`src/hw/rtl/mss_pkg.sv`:
```
// Package for the multi-stepper phase sequencer: beat structs, state codes,
// command codes, reset values and a small helper function.
// Depends on nothing; every other file of the block imports it.
`timescale 1ns / 1ps
`default_nettype none

package mss_pkg;

   localparam int NUM_MOTORS_DEF = 4;
   localparam int DELAY_BITS_DEF = 16;

   localparam logic [15:0] FULL_PAT_RESET = 16'd40035;
   localparam logic [31:0] HALF_PAT_RESET = 32'd2563007025;

   localparam int CSR_INDEX_W = 1;
   localparam int CSR_DATA_W  = 32;

   typedef enum logic [CSR_INDEX_W-1:0] {
      CSR_FULL_PATTERNS = 1'b0,
      CSR_HALF_PATTERNS = 1'b1
   } csr_index_type;

   typedef enum logic [2:0] {
      ACT_TICK       = 3'd0,
      ACT_ATTACH     = 3'd1,
      ACT_DETACH     = 3'd2,
      ACT_MOVE       = 3'd3,
      ACT_ROTATE     = 3'd4,
      ACT_SET_DELAY  = 3'd5,
      ACT_SET_ODO    = 3'd6
   } action_type;

   typedef enum logic [2:0] {
      MODE_STOP     = 3'd0,
      MODE_BRAKE    = 3'd1,
      MODE_FORWARD  = 3'd2,
      MODE_BACKWARD = 3'd3,
      MODE_REVERSE  = 3'd4
   } mode_type;

   typedef enum logic [2:0] {
      RS_DETACHED = 3'd0,
      RS_STOPPED  = 3'd1,
      RS_STOP     = 3'd2,
      RS_BRAKE    = 3'd3,
      RS_BRAKED   = 3'd4,
      RS_FORWARD  = 3'd5,
      RS_BACKWARD = 3'd6,
      RS_REVERSE  = 3'd7
   } run_state_type;

   typedef enum logic [1:0] {
      DIR_NONE = 2'd0,
      DIR_FWD  = 2'd1,
      DIR_BACK = 2'd3
   } dir_type;

   typedef struct packed {
      logic [2:0]         action;
      logic [1:0]         motor;
      logic [2:0]         mode;
      logic signed [31:0] value;
      logic               half_step;
   } req_type;

   typedef struct packed {
      logic [15:0]        coil_pins;
      logic [2:0]         motor_status;
      logic               moving;
      logic signed [31:0] odometer;
      logic [31:0]        steps_done;
      logic               accepted;
   } rsp_type;

   // Per-motor record, apart from the tick counter and delay whose width
   // follows the delay parameter.
   typedef struct packed {
      run_state_type run_state;
      logic [2:0]    phase;
      dir_type       direction;
      logic [31:0]   step_limit;
      logic [31:0]   step_count;
      logic [31:0]   position;
      logic          half_mode;
      logic [3:0]    coil;
   } motor_rec_type;

   localparam motor_rec_type REC_RESET = '{
      run_state:  RS_DETACHED,
      phase:      3'd0,
      direction:  DIR_NONE,
      step_limit: 32'd0,
      step_count: 32'd0,
      position:   32'd0,
      half_mode:  1'b0,
      coil:       4'd0
   };

   // A motor is counting ticks unless it is detached, stopped or braked.
   function automatic logic is_moving(input run_state_type st);
      return (st != RS_DETACHED) && (st != RS_STOPPED) && (st != RS_BRAKED);
   endfunction

endpackage

`default_nettype wire

```
`src/hw/rtl/mss_step_unit.sv`:
```
// Shared update unit: applies one tick or one command to one motor record.
// Purely combinational; depends on mss_pkg.
`timescale 1ns / 1ps
`default_nettype none

module mss_step_unit #(
   parameter int DELAY_BITS = mss_pkg::DELAY_BITS_DEF
) (
   input  mss_pkg::motor_rec_type rec_i,
   input  logic [DELAY_BITS-1:0]  tick_i,
   input  logic [DELAY_BITS-1:0]  delay_i,
   input  mss_pkg::req_type       req_i,
   input  logic [15:0]            full_pat_i,
   input  logic [31:0]            half_pat_i,
   output mss_pkg::motor_rec_type rec_o,
   output logic [DELAY_BITS-1:0]  tick_o,
   output logic [DELAY_BITS-1:0]  delay_o,
   output logic                   ok_o
);
   import mss_pkg::*;

   logic [2:0]            last_phase;
   logic [2:0]            nxt_phase;
   logic [31:0]           nxt_position;
   logic [3:0]            nxt_coil;
   logic                  can_step;
   logic [DELAY_BITS-1:0] clamped;
   logic [31:0]           abs_value;
   run_state_type         mode_state;
   logic                  mode_ok;

   function automatic dir_type motion_dir(input run_state_type st, input dir_type d);
      dir_type r;
      r = DIR_NONE;
      case (st)
         RS_FORWARD:  r = DIR_FWD;
         RS_BACKWARD: r = DIR_BACK;
         RS_REVERSE: begin
            case (d)
               DIR_FWD:  r = DIR_BACK;
               DIR_BACK: r = DIR_FWD;
               default:  r = DIR_NONE;
            endcase
         end
         default:     r = DIR_NONE;
      endcase
      return r;
   endfunction

   // Next phase, position and coil pattern of one step.
   always_comb begin
      last_phase   = rec_i.half_mode ? 3'd7 : 3'd3;
      nxt_phase    = rec_i.phase;
      nxt_position = rec_i.position;
      case (rec_i.direction)
         DIR_FWD: begin
            nxt_phase    = (rec_i.phase >= last_phase) ? 3'd0 : rec_i.phase + 3'd1;
            nxt_position = rec_i.position + 32'd1;
         end
         DIR_BACK: begin
            nxt_phase    = (rec_i.phase == 3'd0) ? last_phase : rec_i.phase - 3'd1;
            nxt_position = rec_i.position - 32'd1;
         end
         default: begin
            nxt_phase = (rec_i.phase > last_phase) ? 3'd0 : rec_i.phase;
         end
      endcase
      if (rec_i.half_mode) begin
         nxt_coil = half_pat_i[{nxt_phase, 2'b00} +: 4];
      end else begin
         nxt_coil = full_pat_i[{nxt_phase[1:0], 2'b00} +: 4];
      end
      can_step = (rec_i.step_limit == 32'd0) || (rec_i.step_count < rec_i.step_limit);
   end

   // Operand shaping for the commands.
   always_comb begin
      if (req_i.value <= 32'sd0) begin
         clamped = '0;
      end else if (($unsigned(req_i.value) >> DELAY_BITS) != 32'd0) begin
         clamped = '1;
      end else begin
         clamped = req_i.value[DELAY_BITS-1:0];
      end
      abs_value = req_i.value[31] ? (32'd0 - $unsigned(req_i.value)) : $unsigned(req_i.value);
      mode_ok    = 1'b1;
      mode_state = RS_STOP;
      case (mode_type'(req_i.mode))
         MODE_STOP:     mode_state = RS_STOP;
         MODE_BRAKE:    mode_state = RS_BRAKE;
         MODE_FORWARD:  mode_state = RS_FORWARD;
         MODE_BACKWARD: mode_state = RS_BACKWARD;
         MODE_REVERSE:  mode_state = RS_REVERSE;
         default:       mode_ok = 1'b0;
      endcase
   end

   always_comb begin
      rec_o   = rec_i;
      tick_o  = tick_i;
      delay_o = delay_i;
      ok_o    = 1'b1;
      case (action_type'(req_i.action))
         ACT_TICK: begin
            if (is_moving(rec_i.run_state)) begin
               if (tick_i < delay_i) begin
                  tick_o = tick_i + 1'b1;
               end else begin
                  tick_o = DELAY_BITS'(1);
                  case (rec_i.run_state)
                     RS_BRAKE: rec_o.run_state = RS_BRAKED;
                     RS_STOP: begin
                        rec_o.run_state = RS_STOPPED;
                        rec_o.coil      = 4'd0;
                     end
                     default: begin
                        if (can_step) begin
                           rec_o.phase    = nxt_phase;
                           rec_o.position = nxt_position;
                           rec_o.coil     = nxt_coil;
                           if (rec_i.step_limit != 32'd0) begin
                              rec_o.step_count = rec_i.step_count + 32'd1;
                           end
                        end else begin
                           rec_o.run_state = RS_BRAKE;
                        end
                     end
                  endcase
               end
            end
         end
         ACT_ATTACH: begin
            rec_o           = REC_RESET;
            rec_o.run_state = RS_STOPPED;
            rec_o.half_mode = req_i.half_step;
            tick_o          = '0;
            delay_o         = clamped;
         end
         ACT_DETACH: begin
            if (rec_i.run_state == RS_DETACHED) begin
               ok_o = 1'b0;
            end else begin
               rec_o.run_state = RS_DETACHED;
               rec_o.coil      = 4'd0;
            end
         end
         ACT_MOVE: begin
            if ((rec_i.run_state == RS_DETACHED) || !mode_ok) begin
               ok_o = 1'b0;
            end else begin
               rec_o.step_limit = 32'd0;
               rec_o.run_state  = mode_state;
               rec_o.direction  = motion_dir(mode_state, rec_i.direction);
            end
         end
         ACT_ROTATE: begin
            if (rec_i.run_state == RS_DETACHED) begin
               ok_o = 1'b0;
            end else if (req_i.value == 32'sd0) begin
               rec_o.run_state = RS_BRAKE;
               rec_o.direction = DIR_NONE;
            end else begin
               rec_o.step_limit = abs_value;
               rec_o.step_count = 32'd0;
               rec_o.run_state  = req_i.value[31] ? RS_BACKWARD : RS_FORWARD;
               rec_o.direction  = req_i.value[31] ? DIR_BACK : DIR_FWD;
            end
         end
         ACT_SET_DELAY: begin
            if ((req_i.value == 32'sd0) || req_i.value[31]) begin
               ok_o = 1'b0;
            end else begin
               delay_o = clamped;
            end
         end
         ACT_SET_ODO: begin
            rec_o.position = $unsigned(req_i.value);
         end
         default: begin
            ok_o = 1'b0;
         end
      endcase
   end

endmodule

`default_nettype wire

```
`src/hw/rtl/multi_stepper_phase_sequencer_top.sv`:
```
// Top level of the multi-stepper phase sequencer: command sequencer, motor
// record registers and pattern registers around the shared update unit.
// Depends on mss_pkg and mss_step_unit.
//
//   Port group   Direction  Handshake                 Beat
//   req_*        in         start high, busy low      mss_pkg::req_type
//   rsp_*        out        rsp_strobe, one cycle     mss_pkg::rsp_type
//   csr_*        in         csr_we, no wait           32-bit register data
//
// A tick beat walks the shared unit over every motor, one motor per cycle,
// then passes the response state before busy drops; a command beat touches
// only its own motor in the execute state, or skips that state when the
// motor does not exist. The response beat is strobed in the first cycle
// with busy low, and a new beat may be taken in that very cycle. Reset is
// synchronous and returns every motor to detached with coils off and the
// pattern registers to their defaults. The receiver cannot stall.
`timescale 1ns / 1ps
`default_nettype none

module multi_stepper_phase_sequencer_top #(
   parameter int NUM_MOTORS = mss_pkg::NUM_MOTORS_DEF,
   parameter int DELAY_BITS = mss_pkg::DELAY_BITS_DEF
) (
   input  logic                               clock,
   input  logic                               reset,
   input  logic                               start,
   output logic                               busy,
   input  mss_pkg::req_type                   req_data,
   output logic                               rsp_strobe,
   output mss_pkg::rsp_type                   rsp_data,
   input  logic                               csr_we,
   input  logic [mss_pkg::CSR_INDEX_W-1:0]    csr_index,
   input  logic [mss_pkg::CSR_DATA_W-1:0]     csr_wdata
);
   import mss_pkg::*;

   localparam int IDX_W      = (NUM_MOTORS > 1) ? $clog2(NUM_MOTORS) : 1;
   localparam int PIN_MOTORS = (NUM_MOTORS < 4) ? NUM_MOTORS : 4;
   localparam logic [IDX_W-1:0] LAST_IDX = IDX_W'(NUM_MOTORS - 1);

   typedef enum logic [1:0] {
      ST_IDLE,
      ST_EXEC,
      ST_RESP
   } seq_state_type;

   seq_state_type         state_ff;
   req_type               req_ff;
   logic [IDX_W-1:0]      idx_ff;
   logic                  valid_ff;
   logic                  ok_ff;
   logic                  strobe_ff;
   rsp_type               rsp_ff;

   logic [15:0]           full_pat_ff;
   logic [31:0]           half_pat_ff;

   motor_rec_type         rec_ff   [NUM_MOTORS];
   logic [DELAY_BITS-1:0] tick_ff  [NUM_MOTORS];
   logic [DELAY_BITS-1:0] delay_ff [NUM_MOTORS];

   motor_rec_type         rec_in;
   logic [DELAY_BITS-1:0] tick_in;
   logic [DELAY_BITS-1:0] delay_in;
   logic                  unit_ok;
   logic                  motor_ok;
   logic                  is_tick;
   logic [15:0]           pins;
   motor_rec_type         cur_rec;

   assign motor_ok = (32'(req_data.motor) < 32'(NUM_MOTORS));
   assign is_tick  = (action_type'(req_ff.action) == ACT_TICK);
   assign cur_rec  = rec_ff[idx_ff];

   // The one arithmetic unit, pointed at the motor under the index register.
   mss_step_unit #(
      .DELAY_BITS (DELAY_BITS)
   ) u_step (
      .rec_i      (cur_rec),
      .tick_i     (tick_ff[idx_ff]),
      .delay_i    (delay_ff[idx_ff]),
      .req_i      (req_ff),
      .full_pat_i (full_pat_ff),
      .half_pat_i (half_pat_ff),
      .rec_o      (rec_in),
      .tick_o     (tick_in),
      .delay_o    (delay_in),
      .ok_o       (unit_ok)
   );

   // Coil drive of the first four motors, read from fixed places.
   always_comb begin
      pins = 16'd0;
      for (int i = 0; i < PIN_MOTORS; i++) begin
         pins[4*i +: 4] = rec_ff[IDX_W'(i)].coil;
      end
   end

   // Pattern registers, written straight from the configuration port.
   always_ff @(posedge clock) begin
      if (reset) begin
         full_pat_ff <= FULL_PAT_RESET;
         half_pat_ff <= HALF_PAT_RESET;
      end else if (csr_we) begin
         case (csr_index_type'(csr_index))
            CSR_FULL_PATTERNS: full_pat_ff <= csr_wdata[15:0];
            CSR_HALF_PATTERNS: half_pat_ff <= csr_wdata[31:0];
            default: ;
         endcase
      end
   end

   // Motor records: written back from the unit in each execute cycle.
   always_ff @(posedge clock) begin
      if (reset) begin
         for (int i = 0; i < NUM_MOTORS; i++) begin
            rec_ff[IDX_W'(i)]   <= REC_RESET;
            tick_ff[IDX_W'(i)]  <= '0;
            delay_ff[IDX_W'(i)] <= '0;
         end
      end else if (state_ff == ST_EXEC) begin
         rec_ff[idx_ff]   <= rec_in;
         tick_ff[idx_ff]  <= tick_in;
         delay_ff[idx_ff] <= delay_in;
      end
   end

   // Sequencer. A tick sweeps the index over all motors; a command stays on
   // its own motor. A command to a motor that does not exist skips the
   // execute cycle and is refused.
   always_ff @(posedge clock) begin
      if (reset) begin
         state_ff  <= ST_IDLE;
         idx_ff    <= '0;
         valid_ff  <= 1'b0;
         ok_ff     <= 1'b0;
         strobe_ff <= 1'b0;
      end else begin
         case (state_ff)
            ST_IDLE: begin
               strobe_ff <= 1'b0;
               if (start) begin
                  req_ff   <= req_data;
                  valid_ff <= motor_ok;
                  if (action_type'(req_data.action) == ACT_TICK) begin
                     idx_ff   <= '0;
                     state_ff <= ST_EXEC;
                  end else if (!motor_ok) begin
                     idx_ff   <= '0;
                     ok_ff    <= 1'b0;
                     state_ff <= ST_RESP;
                  end else begin
                     idx_ff   <= IDX_W'(req_data.motor);
                     state_ff <= ST_EXEC;
                  end
               end
            end
            ST_EXEC: begin
               strobe_ff <= 1'b0;
               ok_ff     <= unit_ok;
               if (is_tick && (idx_ff != LAST_IDX)) begin
                  idx_ff <= idx_ff + 1'b1;
               end else begin
                  idx_ff   <= valid_ff ? IDX_W'(req_ff.motor) : '0;
                  state_ff <= ST_RESP;
               end
            end
            ST_RESP: begin
               rsp_ff.coil_pins <= pins;
               rsp_ff.accepted  <= ok_ff;
               if (valid_ff) begin
                  rsp_ff.motor_status <= cur_rec.run_state;
                  rsp_ff.moving       <= is_moving(cur_rec.run_state);
                  rsp_ff.odometer     <= $signed(cur_rec.position);
                  rsp_ff.steps_done   <= cur_rec.step_count;
               end else begin
                  rsp_ff.motor_status <= 3'd0;
                  rsp_ff.moving       <= 1'b0;
                  rsp_ff.odometer     <= 32'sd0;
                  rsp_ff.steps_done   <= 32'd0;
               end
               strobe_ff <= 1'b1;
               state_ff  <= ST_IDLE;
            end
            default: begin
               strobe_ff <= 1'b0;
               state_ff  <= ST_IDLE;
            end
         endcase
      end
   end

   assign busy       = (state_ff != ST_IDLE);
   assign rsp_strobe = strobe_ff;
   assign rsp_data   = rsp_ff;

endmodule

`default_nettype wire

```
`config.mk`:
```
export PLATFORM = sky130hd
export DESIGN_NAME = multi_stepper_phase_sequencer_top
export DESIGN_NICKNAME = d
export VERILOG_FILES = /design/src/hw/rtl/mss_pkg.sv /design/src/hw/rtl/mss_step_unit.sv /design/src/hw/rtl/multi_stepper_phase_sequencer_top.sv
export SDC_FILE = /design/constraint.sdc
export NUM_CORES = 2
export LEC_CHECK = 0
export BUFFER_PORTS_ARGS = -buffer_cell sky130_fd_sc_hd__buf_2
export CAP_MARGIN = 20
export CORE_MARGIN = 3
export CORE_UTILIZATION = 60
export DETAILED_ROUTE_END_ITERATION = 12
export MAX_ROUTING_LAYER = met4
export PLACE_DENSITY = 0.85
export SYNTH_ARGS = -nofsm -noshare
export SYNTH_HDL_FRONTEND = slang
export SYNTH_HIERARCHICAL = 1
export SYNTH_SLANG_ARGS = --single-unit
```
`constraint.sdc`:
```
create_clock -name clock -period 11.2 [get_ports clock]
set_input_delay 1.12 -clock clock [delete_from_list [all_inputs] [get_ports clock]]
set_output_delay 1.12 -clock clock [all_outputs]
set_load 0.005 [all_outputs]
```
==> results.yml <==
clock_network:
  htreeDepth: 3
  clkLatencyLatePin_ps: 630
  cts_tree: "done"
  root_buffer: "clkbuf_16"
  post_cts_buffers: 0
  cts_resized: 0
  clock_path_buffers: 3
  cts_made_buffers: 76
  cts_sinks: 747
  ctsHoldBuffers: 0
  cts.clk_slew.worst_paths_ps: 70
synthesis:
  synth_common_cells: "edfxtp_1 (690), and2_1 (645), nand2_1 (332)"
  syn_area_um2: 38200
  synth_top_area_share_pct: 54.3
  synth-seq-cells: 747
  syn_nets: 3245
  syn_avg_cell_area_um2: 12.3
  syn_inst: 3112
  synth_top_family_by_area: "simple AND/OR/NAND/NOR gates"
  async_flop_share_pct: 0
  synth.distinct_cells: 75
  synth_edf_count: 690
  synth_xor_area_share_pct: 0.803
  ys_seq_area_share_pct: 57.3
  synth_warnings: 6
  synthMuxAreaShare_pct: 9.54
  synth_adder_area_share_pct: 1.80
  synth-simple-area-share_pct: 19.5
  synth_compound_area_share_pct: 7.54
  yosysTopAreaCell: "edfxtp_1"
  ys_top_cells_by_area: "edfxtp_1 (54%), and2_1 (11%), mux4_2 (8.5%)"
  yosysMostFrequentCell: "edfxtp_1"
  ys.flop_type: "edfxtp_1"
flow_run:
  maxCapViolations: 0
die:
  coreArea_um2: 62300
  ios: 165
  die-area_um2: 66700
  start_util_pct: 61.3
  rows: 91
  die_w_um: 258
  chipHeight_um: 258
global_routing:
  grt_usage_pct: 31.6
  grt_max_degree: 120
  grt_overflow: 0
  grt_first_pass_wirelength_mm: 157
  grt_antenna_before_repair: 3
  first_global_vias: 27232
layout:
  design_area_um2: 42100
  area_growth_pct: 10.4
  fin_nets: 3330
  drive_gt1_share_pct: 16.0
power_and_ir_drop:
  leakage_uw: 0.0155
  p_total_uw: 6940
  power-per-cell-area_nw_per_um2: 165
  ir_drop_mv: 0.123
setup_path:
  path_depth: 13
  slowest_stage: "dfxtp_4"
  r2r_end: "rec_ff[0][2]$_SDFFCE_PN0P_"
  worstPathArrival_ps: 6350
  path_cells: "buf_4 > mux4_2 > inv_1 > ha_1 > and2_1 > o311a_1 > a21oi_1 > nand2_1 > mux2i_1 > mux2i_1 > mux4_2 > a22o_1 > and2_1"
  critPathBufInv: 2
  endpoint: "rec_ff[0][2]$_SDFFCE_PN0P_"
  cp_data_required_time_ps: 11580
  slowest_delay_ps: 900
  cp-start-kind: "flop"
  rrSetupSlack_ps: 5230
  path_class: "flop to flop"
  cp_max_fo: 44
  r2r_cells: 13
  cp-end-kind: "flop"
  path_delay_family: "multiplexers"
sta:
  final.min_clock_period_ps: 5970
  fin_skew_ps: 31.8
  slew_viol_final: 0
  fin_tns_setup_ps: 0
  fmax_mhz: 167
  rsz0062_at_grt: "no"
  worst_slack_ps: 5230
  finalHoldViolCount: 0
  period_share_pct: 53.3
  finalSetupViolCount: 0
  tightest_slew_ps: 1210
  slew_headroom_pct: 19.4
route:
  first_pass_iters: 7
  num_vias: 26784
  wl_per_cell_um: 24.9
  drt-initial-drc-count: 2948
  drt_wl_total_mm: 102
  drc_errors: 0
  ant_nets: 0
  via_per_inst: 6.54
min_path:
  min_from: "half_pat_ff[12]$_SDFFE_PP0P_"
  hold_path_class: "flop to flop"
placement:
  numPortBuffers: 164
  placed_cell_area_um2: 39500
  finalWeightedCongestion: 0.952
  pre_cts_slack_ps: 5230
  hpwl_mm: 63.5
outcome:
  status: "finished, final reports clean"
[per-stage QoR]
step	std cells	hold slack, ps	util [%]
2_1_floorplan	3112	408	-
3_3_place_gp	3952	444	63.4
3_5_place_dp	3952	421	63.4
4_1_cts	4088	453	67.6
5_1_grt	4095	473	67.7
6_report	4095	454	67.7
[per-layer routing]
| layer | global-route usage [%] | share of wire [%] |
|---|---|---|
| met1 | 38.6 | 37 |
| met2 | 51.9 | 49 |
| met3 | 5.38 | 9.3 |
| met4 | 14.8 | 4.7 |
| met5 | - | 0 |
[how the worst min path moves through the flow]
stage	to	slack (ps)	cells past startpoint
detailed placement	rsp_data[0]$_DFFE_PP_	420	0
global route	rsp_data[0]$_DFFE_PP_	470	0
floorplan	rsp_data[0]$_DFFE_PP_	410	0
finish	half_pat_ff[12]$_SDFFE_PP0P_	450	2
CTS	rsp_data[0]$_DFFE_PP_	450	0
global placement	full_pat_ff[2]$_SDFFE_PP0P_	440	2
[final cells by class]
cell class	instances	area, µm²
multi-input cells	2065	15000
clock inverters	49	587
clock buffers	87	2040
repair buffers	212	1220
well taps	837	1050
diodes	3	7.51
flip-flops and latches	747	21900
inverters	95	357
fillers	4243	20100
[cell usage in the layout, fill, tap and decap left out, types with 17 or more instances in the layout]
cell and instances:
edfxtp_1 690, a21oi_1 86, nor4_1 23, a31oi_1 17, and2_1 645, or4_1 27
o21ai_0 141, mux2i_1 33, and3_1 22, mux4_2 144, clkbuf_16 80, inv_1 94
ha_1 55, o211ai_1 57, xor2_1 30, buf_2 165, nand3b_1 21, nor2_1 79
buf_4 44, nand2_1 332, dfxtp_1 54, nand4_1 26, nor3_1 26, o31ai_1 24
nand3_1 59, o311ai_0 31
[power by group]
| part | total [µW] | internal (µW) | switching [µW] | leakage (µW) |
|---|---|---|---|---|
| clock network | 2670 | 1590 | 1080 | 0.00128 |
| logic | 1020 | 357 | 665 | 0.00668 |
| registers | 3250 | 3180 | 69.5 | 0.00750 |
[flip-flops by register name, summed over array words and instances (netlist names), named ones only]
signal and count:
rec_ff 436, state_ff 2, tick_ff 64, ok_ff 1
valid_ff 1, half_pat_ff 32, rsp_strobe 1, req_ff 41
delay_ff 64, idx_ff 2, full_pat_ff 16, rsp_data 85
[tightest hold or removal path, cell delays in order (launching register included)]
cell and delay (ps):
dfxtp_1 310, nand2_1 50, a21oi_1 50
[cell families after synthesis]
| kind of cell | after synthesis |
|---|---|
| fa+ha+maj | 55 |
| xor+xnor | 35 |
| simple gates | 1346 |
| mux | 183 |
| compound gates | 446 |
| buf+inv | 300 |
| flops | 747 |
Power figures use the tool's default switching activity.
